$ cat config.mk
export PLATFORM = sky130hd
export DESIGN_NAME = utf8_punctuation_to_ascii_flat
export DESIGN_NICKNAME = d
export VERILOG_FILES = /design/src/hdl/u2a_pkg.sv /design/src/hdl/u2a_if.sv /design/src/hdl/u2a_front.sv /design/src/hdl/u2a_queue.sv /design/src/hdl/u2a_back.sv /design/src/hdl/utf8_punctuation_to_ascii.sv /design/src/flat_wrapper.sv
export SDC_FILE = /design/constraint.sdc
export NUM_CORES = 1
export LEC_CHECK = 0
export BUFFER_PORTS_ARGS = -buffer_cell sky130_fd_sc_hd__buf_4
export CAP_MARGIN = 20
export CORE_ASPECT_RATIO = 1.25
export CORE_MARGIN = 8
export CORE_UTILIZATION = 51
export DETAILED_ROUTE_END_ITERATION = 6
export PLACE_DENSITY = 0.7
export SYNTH_ARGS = -nofsm -noshare
export SYNTH_HDL_FRONTEND = slang
export SYNTH_HIERARCHICAL = 1
export SYNTH_SLANG_ARGS = --single-unit
$ cat constraint.sdc
create_clock -name clk_i -period 12.5 [get_ports clk_i]
set_input_delay 2.5 -clock clk_i [delete_from_list [all_inputs] [get_ports clk_i]]
set_output_delay 2.5 -clock clk_i [all_outputs]
set_load 0.05 [all_outputs]
$ cat src/hdl/u2a_pkg.sv
// ----------------------------------------------------------------------------
// u2a_pkg
// Shared types and byte constants for the UTF-8 punctuation transliterator.
// ----------------------------------------------------------------------------
package u2a_pkg;

  // Default depth of the queue between the front and back end
  localparam int unsigned QueueDepthDefault = 2;

  // Lead bytes of recognized sequences
  localparam logic [7:0] ByteE2 = 8'hE2;
  localparam logic [7:0] ByteC2 = 8'hC2;
  localparam logic [7:0] ByteEF = 8'hEF;
  // Continuation bytes
  localparam logic [7:0] Byte80 = 8'h80;
  localparam logic [7:0] ByteBB = 8'hBB;
  localparam logic [7:0] ByteBF = 8'hBF;
  localparam logic [7:0] ByteA0 = 8'hA0;
  localparam logic [7:0] ByteAD = 8'hAD;
  // Third bytes after E2 80
  localparam logic [7:0] ByteDash0   = 8'h90;
  localparam logic [7:0] ByteDash1   = 8'h91;
  localparam logic [7:0] ByteDash2   = 8'h92;
  localparam logic [7:0] ByteDash3   = 8'h93;
  localparam logic [7:0] ByteDash4   = 8'h94;
  localparam logic [7:0] ByteSquo0   = 8'h98;
  localparam logic [7:0] ByteSquo1   = 8'h99;
  localparam logic [7:0] ByteSquo2   = 8'h9A;
  localparam logic [7:0] ByteSquo3   = 8'h9B;
  localparam logic [7:0] ByteDquo0   = 8'h9C;
  localparam logic [7:0] ByteDquo1   = 8'h9D;
  localparam logic [7:0] ByteDquo2   = 8'h9E;
  localparam logic [7:0] ByteDquo3   = 8'h9F;
  localparam logic [7:0] ByteBullet  = 8'hA2;
  localparam logic [7:0] ByteEllip   = 8'hA6;
  localparam logic [7:0] BytePrime   = 8'hB2;
  localparam logic [7:0] ByteDPrime  = 8'hB3;

  // ASCII replacements
  localparam logic [7:0] AsciiApos   = 8'h27;
  localparam logic [7:0] AsciiQuote  = 8'h22;
  localparam logic [7:0] AsciiHyphen = 8'h2D;
  localparam logic [7:0] AsciiDot    = 8'h2E;
  localparam logic [7:0] AsciiStar   = 8'h2A;
  localparam logic [7:0] AsciiSpace  = 8'h20;

  // Work for the back end: up to three output bytes caused by one input byte.
  // cnt == 0 with fin set is an empty end-of-string marker.
  typedef struct packed {
    logic [2:0][7:0] bytes;
    logic [1:0]      cnt;
    logic            fin;
  } action_t;

endpackage

$ cat src/hdl/u2a_if.sv
// ----------------------------------------------------------------------------
// u2a_if
// Valid/ready channels for input bytes and output items.
// ----------------------------------------------------------------------------
interface u2a_in_if;
  logic       valid;
  logic       ready;
  logic [7:0] in_byte;
  logic       in_end;

  modport source (output valid, output in_byte, output in_end, input ready);
  modport sink   (input valid, input in_byte, input in_end, output ready);
endinterface

interface u2a_out_if;
  logic       valid;
  logic       ready;
  logic [7:0] out_byte;
  logic       byte_present;
  logic       end_of_string;
  logic       run_final;

  modport source (output valid, output out_byte, output byte_present,
                  output end_of_string, output run_final, input ready);
  modport sink   (input valid, input out_byte, input byte_present,
                  input end_of_string, input run_final, output ready);
endinterface

$ cat src/hdl/u2a_front.sv
// ----------------------------------------------------------------------------
// u2a_front
// Accepts input bytes, holds pending prefix bytes and classifies each byte
// into a list of up to three output bytes for the back end.
// ----------------------------------------------------------------------------
module u2a_front import u2a_pkg::*; (
  input  logic       clk_i,
  input  logic       rst_ni,
  u2a_in_if.sink     in_i,
  input  logic       full_i,
  output logic       push_o,
  output action_t    act_o
);

  typedef enum logic [1:0] {
    HeadRaw,
    HeadWait,
    HeadMatch
  } head_e;

  typedef struct packed {
    head_e      kind;
    logic [1:0] used;
    logic [1:0] nout;
    logic [7:0] ch;
  } head_t;

  logic [1:0]      cnt_q, cnt_d;
  logic [1:0][7:0] pend_q, pend_d;
  logic            accept;

  // Recognize a sequence at the head of the remaining bytes
  function automatic head_t scan_head(logic [7:0] b0, logic [7:0] b1,
                                      logic [7:0] b2, logic [1:0] rem,
                                      logic fin);
    head_t h;
    h = '{kind: HeadRaw, used: 2'd1, nout: 2'd0, ch: 8'h00};
    case (b0)
      ByteE2: begin
        if (rem >= 2'd2 && b1 != Byte80) begin
          h.kind = HeadRaw;
        end else if (rem < 2'd3) begin
          h.kind = fin ? HeadRaw : HeadWait;
        end else begin
          h.kind = HeadMatch;
          h.used = 2'd3;
          h.nout = 2'd1;
          case (b2)
            ByteSquo0, ByteSquo1, ByteSquo2, ByteSquo3, BytePrime:  h.ch = AsciiApos;
            ByteDquo0, ByteDquo1, ByteDquo2, ByteDquo3, ByteDPrime: h.ch = AsciiQuote;
            ByteDash0, ByteDash1, ByteDash2, ByteDash3, ByteDash4:  h.ch = AsciiHyphen;
            ByteEllip: begin
              h.ch   = AsciiDot;
              h.nout = 2'd3;
            end
            ByteBullet: h.ch = AsciiStar;
            default: begin
              h.kind = HeadRaw;
              h.used = 2'd1;
              h.nout = 2'd0;
            end
          endcase
        end
      end
      ByteC2: begin
        if (rem < 2'd2) begin
          h.kind = fin ? HeadRaw : HeadWait;
        end else if (b1 == ByteA0) begin
          h.kind = HeadMatch;
          h.used = 2'd2;
          h.nout = 2'd1;
          h.ch   = AsciiSpace;
        end else if (b1 == ByteAD) begin
          h.kind = HeadMatch;
          h.used = 2'd2;
        end else begin
          h.kind = HeadRaw;
        end
      end
      ByteEF: begin
        if (rem >= 2'd2 && b1 != ByteBB) begin
          h.kind = HeadRaw;
        end else if (rem >= 2'd3 && b2 != ByteBF) begin
          h.kind = HeadRaw;
        end else if (rem < 2'd3) begin
          h.kind = fin ? HeadRaw : HeadWait;
        end else begin
          h.kind = HeadMatch;
          h.used = 2'd3;
        end
      end
      default: h.kind = HeadRaw;
    endcase
    return h;
  endfunction

  function automatic logic [7:0] pick(logic [2:0][7:0] b, logic [2:0] idx);
    logic [7:0] v;
    case (idx)
      3'd0:    v = b[0];
      3'd1:    v = b[1];
      3'd2:    v = b[2];
      default: v = 8'h00;
    endcase
    return v;
  endfunction

  assign in_i.ready = !full_i;
  assign accept     = in_i.valid && !full_i;

  always_comb begin
    logic [2:0][7:0] buf_b;
    logic [1:0]      n;
    logic [1:0]      pos;
    logic [1:0]      rem;
    logic [1:0]      nres;
    logic            done;
    head_t           h;
    action_t         act;

    buf_b[0] = (cnt_q == 2'd0) ? in_i.in_byte : pend_q[0];
    buf_b[1] = (cnt_q == 2'd2) ? pend_q[1] : in_i.in_byte;
    buf_b[2] = in_i.in_byte;
    n        = cnt_q + 2'd1;
    pos      = 2'd0;
    rem      = 2'd0;
    h        = '{kind: HeadRaw, used: 2'd1, nout: 2'd0, ch: 8'h00};
    nres     = 2'd0;
    done     = 1'b0;
    act      = '0;
    act.fin  = in_i.in_end;
    cnt_d    = 2'd0;
    pend_d   = pend_q;

    // each pass consumes at least one byte, so three passes cover the buffer
    for (int it = 0; it < 3; it++) begin
      if (!done && pos < n) begin
        rem = n - pos;
        h   = scan_head(pick(buf_b, {1'b0, pos}), pick(buf_b, {1'b0, pos} + 3'd1),
                        pick(buf_b, {1'b0, pos} + 3'd2), rem, in_i.in_end);
        case (h.kind)
          HeadWait: begin
            pend_d[0] = pick(buf_b, {1'b0, pos});
            pend_d[1] = pick(buf_b, {1'b0, pos} + 3'd1);
            cnt_d     = rem;
            done      = 1'b1;
          end
          HeadMatch: begin
            for (int j = 0; j < 3; j++) begin
              if (2'(j) < h.nout && nres != 2'd3) begin
                act.bytes[nres] = h.ch;
                nres            = nres + 2'd1;
              end
            end
            pos = pos + h.used;
          end
          default: begin
            if (nres != 2'd3) begin
              act.bytes[nres] = pick(buf_b, {1'b0, pos});
              nres            = nres + 2'd1;
            end
            pos = pos + 2'd1;
          end
        endcase
      end
    end

    act.cnt = nres;
    act_o   = act;
    push_o  = accept && (nres != 2'd0 || in_i.in_end);
  end

  always_ff @(posedge clk_i or negedge rst_ni) begin
    if (!rst_ni) begin
      cnt_q <= 2'd0;
    end else if (accept) begin
      cnt_q <= cnt_d;
    end
  end

  always_ff @(posedge clk_i) begin
    if (accept) begin
      pend_q <= pend_d;
    end
  end

  a_cnt_range: assert property (@(posedge clk_i) disable iff (!rst_ni)
    cnt_q != 2'd3)
    else $error("pending count out of range");

  a_end_flush: assert property (@(posedge clk_i) disable iff (!rst_ni)
    (accept && in_i.in_end) |=> (cnt_q == 2'd0))
    else $error("pending bytes left after end of string");

endmodule

$ cat src/hdl/u2a_queue.sv
// ----------------------------------------------------------------------------
// u2a_queue
// Small FIFO of actions between the front and back end.
// ----------------------------------------------------------------------------
module u2a_queue import u2a_pkg::*; #(
  parameter int unsigned QueueDepth = QueueDepthDefault
) (
  input  logic    clk_i,
  input  logic    rst_ni,
  input  logic    push_i,
  input  action_t act_i,
  input  logic    pop_i,
  output logic    full_o,
  output logic    head_valid_o,
  output action_t head_o
);

  localparam int unsigned PtrW = $clog2(QueueDepth);
  localparam int unsigned CntW = $clog2(QueueDepth + 1);

  action_t         mem_q [QueueDepth];
  logic [PtrW-1:0] wr_ptr_q, rd_ptr_q;
  logic [CntW-1:0] count_q;
  logic            do_push, do_pop;

  assign full_o       = (count_q == CntW'(QueueDepth));
  assign head_valid_o = (count_q != '0);
  assign head_o       = mem_q[rd_ptr_q];
  assign do_push      = push_i && !full_o;
  assign do_pop       = pop_i && head_valid_o;

  function automatic logic [PtrW-1:0] next_ptr(logic [PtrW-1:0] p);
    return (p == PtrW'(QueueDepth - 1)) ? '0 : p + PtrW'(1);
  endfunction

  always_ff @(posedge clk_i or negedge rst_ni) begin
    if (!rst_ni) begin
      wr_ptr_q <= '0;
      rd_ptr_q <= '0;
      count_q  <= '0;
    end else begin
      if (do_push) wr_ptr_q <= next_ptr(wr_ptr_q);
      if (do_pop)  rd_ptr_q <= next_ptr(rd_ptr_q);
      if (do_push && !do_pop) begin
        count_q <= count_q + CntW'(1);
      end else if (do_pop && !do_push) begin
        count_q <= count_q - CntW'(1);
      end
    end
  end

  always_ff @(posedge clk_i) begin
    if (do_push) begin
      mem_q[wr_ptr_q] <= act_i;
    end
  end

  a_no_overflow: assert property (@(posedge clk_i) disable iff (!rst_ni)
    full_o |-> !push_i)
    else $error("push into full queue");

  a_count_bound: assert property (@(posedge clk_i) disable iff (!rst_ni)
    count_q <= CntW'(QueueDepth))
    else $error("queue count exceeds depth");

endmodule

$ cat src/hdl/u2a_back.sv
// ----------------------------------------------------------------------------
// u2a_back
// Walks action bytes one per cycle into the output register unless stalled.
// ----------------------------------------------------------------------------
module u2a_back import u2a_pkg::*; (
  input  logic       clk_i,
  input  logic       rst_ni,
  input  logic       head_valid_i,
  input  action_t    head_i,
  output logic       pop_o,
  u2a_out_if.source  out_o
);

  logic [1:0] idx_q;
  logic       valid_q;
  logic [7:0] byte_q;
  logic       present_q, eos_q, final_q;
  logic       load, last, empty_mark;

  assign load       = head_valid_i && (!valid_q || out_o.ready);
  assign empty_mark = (head_i.cnt == 2'd0);
  assign last       = empty_mark || (idx_q == head_i.cnt - 2'd1);
  assign pop_o      = load && last;

  always_ff @(posedge clk_i or negedge rst_ni) begin
    if (!rst_ni) begin
      valid_q <= 1'b0;
      idx_q   <= 2'd0;
    end else begin
      if (load) begin
        valid_q <= 1'b1;
        idx_q   <= last ? 2'd0 : idx_q + 2'd1;
      end else if (out_o.ready) begin
        valid_q <= 1'b0;
      end
    end
  end

  always_ff @(posedge clk_i) begin
    if (load) begin
      byte_q    <= empty_mark ? 8'h00 : head_i.bytes[idx_q];
      present_q <= !empty_mark;
      eos_q     <= head_i.fin && last;
      final_q   <= last;
    end
  end

  assign out_o.valid         = valid_q;
  assign out_o.out_byte      = byte_q;
  assign out_o.byte_present  = present_q;
  assign out_o.end_of_string = eos_q;
  assign out_o.run_final     = final_q;

  a_idx_has_head: assert property (@(posedge clk_i) disable iff (!rst_ni)
    (idx_q != 2'd0) |-> (head_valid_i && idx_q < head_i.cnt))
    else $error("byte index without a matching queued action");

endmodule

$ cat src/hdl/utf8_punctuation_to_ascii.sv
// ----------------------------------------------------------------------------
// utf8_punctuation_to_ascii
// Streaming UTF-8 typographic punctuation to ASCII transliterator.
// ----------------------------------------------------------------------------
// One input byte is taken per cycle while the action queue is not full. The
// front end holds up to two prefix bytes (E2, E2 80, C2, EF, EF BB) and turns
// each byte into zero to three output items; the back end sends those out one
// item per cycle, unless the output stalls, from a registered output stage. A
// byte that yields one item or none keeps the full rate of one byte per cycle;
// a byte that yields two or three items (ellipsis, broken or flushed prefix)
// holds the back end longer; the action queue (QueueDepth entries) absorbs
// this until the input stalls. Items pass the queue, then the output register.
// ----------------------------------------------------------------------------
module utf8_punctuation_to_ascii import u2a_pkg::*; #(
  parameter int unsigned QueueDepth = QueueDepthDefault  // 2 or more
) (
  input  logic      clk_i,
  input  logic      rst_ni,
  u2a_in_if.sink    in_i,
  u2a_out_if.source out_o
);

  logic    push, pop, full, head_valid;
  action_t act, head;

  u2a_front u_front (
    .clk_i  (clk_i),
    .rst_ni (rst_ni),
    .in_i   (in_i),
    .full_i (full),
    .push_o (push),
    .act_o  (act)
  );

  u2a_queue #(
    .QueueDepth (QueueDepth)
  ) u_queue (
    .clk_i        (clk_i),
    .rst_ni       (rst_ni),
    .push_i       (push),
    .act_i        (act),
    .pop_i        (pop),
    .full_o       (full),
    .head_valid_o (head_valid),
    .head_o       (head)
  );

  u2a_back u_back (
    .clk_i        (clk_i),
    .rst_ni       (rst_ni),
    .head_valid_i (head_valid),
    .head_i       (head),
    .pop_o        (pop),
    .out_o        (out_o)
  );

endmodule
$ cat src/flat_wrapper.sv
// flat-port wrapper written by rule: the top's interface ports become plain ports
module utf8_punctuation_to_ascii_flat import u2a_pkg::*;
#(
  parameter int unsigned QueueDepth = QueueDepthDefault              
)
  (clk_i, rst_ni, in_i_valid, in_i_in_byte, in_i_in_end, in_i_ready, out_o_valid, out_o_out_byte, out_o_byte_present, out_o_end_of_string, out_o_run_final, out_o_ready);
  u2a_in_if in_i_i ();
  u2a_out_if out_o_i ();
  input  logic clk_i;
  input  logic rst_ni;
  input wire logic [$bits(in_i_i.valid)-1:0] in_i_valid;
  input wire logic [$bits(in_i_i.in_byte)-1:0] in_i_in_byte;
  input wire logic [$bits(in_i_i.in_end)-1:0] in_i_in_end;
  output wire logic [$bits(in_i_i.ready)-1:0] in_i_ready;
  output wire logic [$bits(out_o_i.valid)-1:0] out_o_valid;
  output wire logic [$bits(out_o_i.out_byte)-1:0] out_o_out_byte;
  output wire logic [$bits(out_o_i.byte_present)-1:0] out_o_byte_present;
  output wire logic [$bits(out_o_i.end_of_string)-1:0] out_o_end_of_string;
  output wire logic [$bits(out_o_i.run_final)-1:0] out_o_run_final;
  input wire logic [$bits(out_o_i.ready)-1:0] out_o_ready;
  assign in_i_i.valid = in_i_valid;
  assign in_i_i.in_byte = in_i_in_byte;
  assign in_i_i.in_end = in_i_in_end;
  assign in_i_ready = in_i_i.ready;
  assign out_o_valid = out_o_i.valid;
  assign out_o_out_byte = out_o_i.out_byte;
  assign out_o_byte_present = out_o_i.byte_present;
  assign out_o_end_of_string = out_o_i.end_of_string;
  assign out_o_run_final = out_o_i.run_final;
  assign out_o_i.ready = out_o_ready;
  utf8_punctuation_to_ascii #(.QueueDepth(QueueDepth)) u_core (.clk_i(clk_i), .rst_ni(rst_ni), .in_i(in_i_i), .out_o(out_o_i));
endmodule
Yosys cells after proc, flatten, opt, wreduce, memory -nomap -nowiden
Memories as Yosys holds them, arrays and structs flattened. Index checks and enable logic that the tools add are counted.

Flip-flop bits (word level): 36. Bits in writable memories: 54. Input port bits: 13. Output and inout bits: 13. Memories kept: 1.

Add/sub/neg operators: 23. Order comparisons: 41. Equality and inequality tests: 104. Mux-type cells: 209. Reductions and logical operators: 75.

Memories: u_core.u_queue.mem_q (words 2, bits a word 27, rd ports 1, clocked after Yosys merged registers in 0, wr ports 1, line u2a_queue.sv:21) `action_t mem_q [QueueDepth];`.

Operator list (number): $mux 24 (23); $eq 8x8->1 const B (66); $bwmux 24 (10); $mux 8 (29); $pmux 8 s3 (6); $mux 2 (70); $demux 8 s2 (8); $mux 16 (7); $pmux 24 s2 (2); $pmux 6 s5 (3); $mux 12 (6); $ne 8x8->1 const B (9); $pmux 10 s2 (3); $reduce_or 17->1 (3); $mux 10 (5); $reduce_or 16->1 (3); $reduce_or 5->1 (9); $logic_and 1x1->1 (36); $mux 9 (4); $pmux 2 s2 (8); $pmux 2 s3 (5); $lt 2x3->1 const B (9); $add 2x1->2 const B (12); $mux 4 (6); other kinds (27) (110).

Logic depth before layout (Yosys ltp)
Depth after elaboration: 62. Gate-level depth with buffers: 61. Mapped depth without buffers: 56.

By module
Netlist, hierarchy kept.

By module, submodules not included: u2a_front (times used 1, cells an instance 934, area each 6206.0 um^2); u2a_queue (times used 1, cells an instance 103, area each 2248.4 um^2); u2a_back (times used 1, cells an instance 74, area each 769.5 um^2).

Worst setup path before layout
OpenSTA, ideal clock, no wires.

Path type: input to register. Start point: in in_i_in_byte[4]. End point: mem u_core/u_queue/mem_q[0][0] (netlist name) (enable). Library setup time: 411 ps. Data arrival time: 14064 ps. Data required time: 12089 ps. Path slack: -1975 ps. Stages: 51. Buffers on the path: 9. Cells stage by stage: clkbuf_1 > or3b_2 > o21ai_0 > a21oi_1 > nor2_1 > and3_1 > a311oi_1 > inv_1 > ha_1 > nor2b_1 > or2_2 > clkbuf_1 > a21oi_1 > ha_1 > fa_1 > nor2_1 > nand2_1 > nor4_1 > [... 15 more ...] > clkbuf_1 > ha_1 > fa_1 > clkbuf_1 > nor4_1 > o2111ai_1 > a221oi_2 > mux2i_2 > ha_1 > clkbuf_1 > nor2_1 > or2_2 > ha_1 > nand4_1 > a31o_2 > o31a_1 > nand2_1 > nor2_1.

RTL lines: start: declaration (line flat_wrapper.sv:12) `input wire logic [$bits(in_i_i.in_byte)-1:0] in_i_in_byte;`; end: declaration (line u2a_queue.sv:21).

==> metrics.csv <==
stage,metric,value,unit
worst_hold_path,hold_start,u_core/u_queue/count_q[1],
synth,postSynthAreaPerCell,8.30,um^2
grt,grt_usage,0.300,
cells_and_area,fillCellCount,1634,
drt,wirelength,34300,um
clock_tree,clockRootBuffer,clkbuf_16,
clock_tree,clock_path_buffers,2,
synth,synth_mux_area_frac,0.0939,
synth,synthCells,1111,
critical_path,path_buf_inv,11,
critical_path,cp_common_cell,buf_4,
sta,slew_headroom,0.320,
critical_path,cpPeakStageDelay,0.55,ns
synth,netlist_area,9220,um^2
cells_and_area,ff_latch_area,2660,um^2
synth,ys.flop_type,edfxtp_1,
sta,drv_slew,0,
cells_and_area,antenna_cells,0,
drt,via_count,9427,
critical_path,start_kind,input port,
critical_path,r2r-end,u_core/u_queue/mem_q[1][11],
drt,drcViolationCount,0,
die,io-pin-count,26,
grt,grt_max_degree,38,
sta,setup_tns,0,ns
grt,grt_pass1_vias,8914,
synth,ys_types,95,
cells_and_area,drive_gt1_frac,0.206,
cells_and_area,multiInputGateArea,6240,um^2
critical_path,critPathTopFamily,compound AO/OA/AOI/OAI gates,
power_and_ir_drop,p_leak,0.00417,uW
die,dieArea,22700,um^2
sta,finalCritPeriodShare,0.964,
cells_and_area,finish.utilization,0.589,
cells_and_area,finalNetCount,1219,
worst_hold_path,min_path_cells,1,
clock_tree,insertion_delay,0.34,ns
synth,synthesis.nets,1165,
flow_run,drv_cap,0,
critical_path,cp_data_arrival_time,12.11,ns
synth,synth-compound-area-share,0.274,
critical_path,crit_fanout,14,
synth,synth-simple-area-share,0.220,
critical_path,required,12.56,ns
synth,synthXorXnorAreaFrac,0.00950,
drt,dr.pass1.iters,6,
clock_tree,htree_levels,3,
sta,setup_slack,0.450,ns
place,dp_hpwl,26800,um
grt,grt_first_pass_wirelength,52900,um
synth,synth_top_family_by_area,compound AO/OA/AOI/OAI gates,
synth,synth-edff-count,81,
power_and_ir_drop,total_power,1330,uW
critical_path,reg2reg_depth,47,
place,pre_cts_ws,0.0109,ns
grt,grt_overflow,0,
sta,whs,0.501,ns
synth,async_flop_share,0.100,
clock_tree,cts_tree,yes,
sta,worst_clock_skew,0.0121,ns
power_and_ir_drop,ir_drop,101,uV
drt,final_antenna_net_count,0,
place,portBuffers,25,
drt,wl_per_cell,24.5,um
sta,worstMarginPinSlew,1.02,ns
critical_path,r2r-start,u_core/u_front/cnt_q[0],
grt,antenna_found_initial,0,
critical_path,rrSetupSlack,1.21,ns
synth,ys_warn_count,6,
drt,via_per_inst,6.74,
clock_tree,clock-sinks,90,
sta,setup_violations,0,
critical_path,endpoint_kind,flop,
sta,hold_violations,0,
die,core,17900,um^2
status,status,completed,
die,rows,55,
die,initial_core_util,0.516,
die,die_h,166,um
critical_path,slowest_stage,or4_4,
power_and_ir_drop,power_density,126,nW/um^2
sta,post-route-min-period,12.05,ns
synth,ys_seq_elements,90,
place,routabilityCongestion,1.08,
drt,drt-initial-drc-count,1305,
worst_hold_path,min_to,u_core/u_queue/count_q[1],
worst_hold_path,min_path_type,reg -> reg,
critical_path,critPathKind,in -> reg,
synth,synth_fa_ha_area_frac,0.0572,
synth,yosysSeqAreaShare,0.288,
clock_tree,clk_pin_slew_worst_paths,0.07,ns
clock_tree,cts_buffers,9,
die,die_width,136,um
sta,timing.fmax,83.0,MHz
cells_and_area,syn2layout_area_growth,14.3,%
==> flip-flops by register name, summed over array words and instances, names as in the netlist, 2 cells and up <==
register / count
u_core/u_queue/mem_q: 54
u_core/u_front/pend_q: 16
u_core/u_back/out_o.out_byte: 8
u_core/u_back/idx_q: 2
u_core/u_front/cnt_q: 2
u_core/u_queue/count_q: 2
==> placed cells by master, fill, tap and decap left out, types with 13 or more instances in the layout <==
master	count
nand2b_1	22
a21o_1	13
mux2_4	22
a21oi_1	92
edfxtp_1	81
a211oi_1	20
o22ai_1	35
nor3_1	15
or3_1	15
and3_1	13
buf_4	107
inv_1	53
nand2_1	110
nand3_1	28
o21ai_0	70
mux2_2	22
nor2_1	101
mux2i_1	26
o211ai_1	13
ha_1	36
==> worst max path at each step <==
stage	start	to	slack (ns)	depth (start not counted)
floorplan	in_i_in_byte[0]	u_core/u_queue/mem_q[0][15]	0.004	51
global placement	in_i_in_byte[0]	u_core/u_queue/mem_q[0][17]	0.22	47
detailed placement	in_i_in_byte[0]	u_core/u_queue/mem_q[1][14]	0.01	42
CTS	in_i_in_byte[0]	u_core/u_queue/mem_q[1][18]	0.32	45
global route	in_i_in_byte[0]	u_core/u_queue/mem_q[1][18]	-0.04	45
finish	in_i_in_byte[0]	u_core/u_queue/mem_q[1][11]	0.45	46
==> cells in the mapped netlist, drive strengths merged, types with 4 or more instances <==
library cell / instances / area share
a21oi: 94 / 0.051
a311oi: 4 / 0.0038
buf: 15 / 0.014
or3: 15 / 0.010
a221oi: 10 / 0.010
a32o: 6 / 0.0065
o221ai: 5 / 0.0047
nor2: 105 / 0.043
clkbuf: 51 / 0.021
o41ai: 5 / 0.0088
a211oi: 22 / 0.018
a21o: 13 / 0.011
ha: 39 / 0.053
a31o: 7 / 0.0066
xnor2: 6 / 0.0057
and2: 7 / 0.0047
nor4: 14 / 0.011
a31oi: 9 / 0.0061
dfrtp: 9 / 0.024
o211ai: 13 / 0.011
o2111ai: 6 / 0.0064
or4: 7 / 0.0065
and3: 15 / 0.010
o21ai: 77 / 0.043
or2: 11 / 0.0075
o2bb2ai: 5 / 0.0047
o22ai: 35 / 0.024
mux2: 44 / 0.063
edfxtp: 81 / 0.26
mux2i: 28 / 0.031
o22a: 6 / 0.0057
nor3: 17 / 0.010
nand2b: 23 / 0.016
nor2b: 13 / 0.0088
a22oi: 10 / 0.0081
inv: 55 / 0.022
nand3: 30 / 0.017
nand4: 12 / 0.0081
o31ai: 6 / 0.0069
xor2: 4 / 0.0038
o21a: 12 / 0.0098
or3b: 4 / 0.0038
nand2: 113 / 0.046
==> metal layers <==
layer | vias up | track usage | wire (um)
met5 | - | 0 | 0
met4 | 0 | 0.200 | 2500
met3 | 148 | 0.0466 | 2380
met2 | 509 | 0.480 | 16200
met1 | 4458 | 0.362 | 13200
li1 | 4312 | - | -
==> cell families (layout without fill, tap and decap cells) <==
kind of cell,after synthesis,in the layout
buffers and inverters,122,181
adders and majority gates,41,41
AOI/OAI and AO/OA,372,372
muxes,72,72
xor gates and xnor gates,10,10
DFF,90,90
and+or+nand+nor,404,404
==> layout make-up <==
type,instances,share of cell area
multi-input combinational,899,0.592
sequential,90,0.252
timing repair buffer,109,0.0792
tap,228,0.0271
clock buffer,10,0.0227
inverter,56,0.0199
clock inverter,6,0.00724
==> power breakdown <==
group          total [uW]  switching, uW  internal [uW]
combinational         551            329            222
clock                 286            121            165
sequential            496           52.9            443
total                1330            502            830
==> worst reg2reg max path, delay by kind of cell, from the launching register on <==
kind	cells	cell delay, ns
AOI/OAI and AO/OA	15	3.66
buffers and inverters	9	1.09
and+or+nand+nor	12	2.24
DFF	1	0.52
muxes	3	1.05
adders and majority gates	8	2.42
==> what timing repair did <==
| item | CTS | global route |
|---|---|---|
| hold buffers | 0 | 0 |
| setup endpoints to repair | 0 | 81 |
| setup buffers | 0 | 1 |
| resized for setup | 0 | 14 |
==> metrics by stage <==
step	std cells	cell area [um^2]
floorplan	1111	9430
global placement	1380	10100
detailed placement	1380	10100
CTS	1396	10500
global route	1398	10500
finish	1398	10500
(Power assumes the default switching activity.)
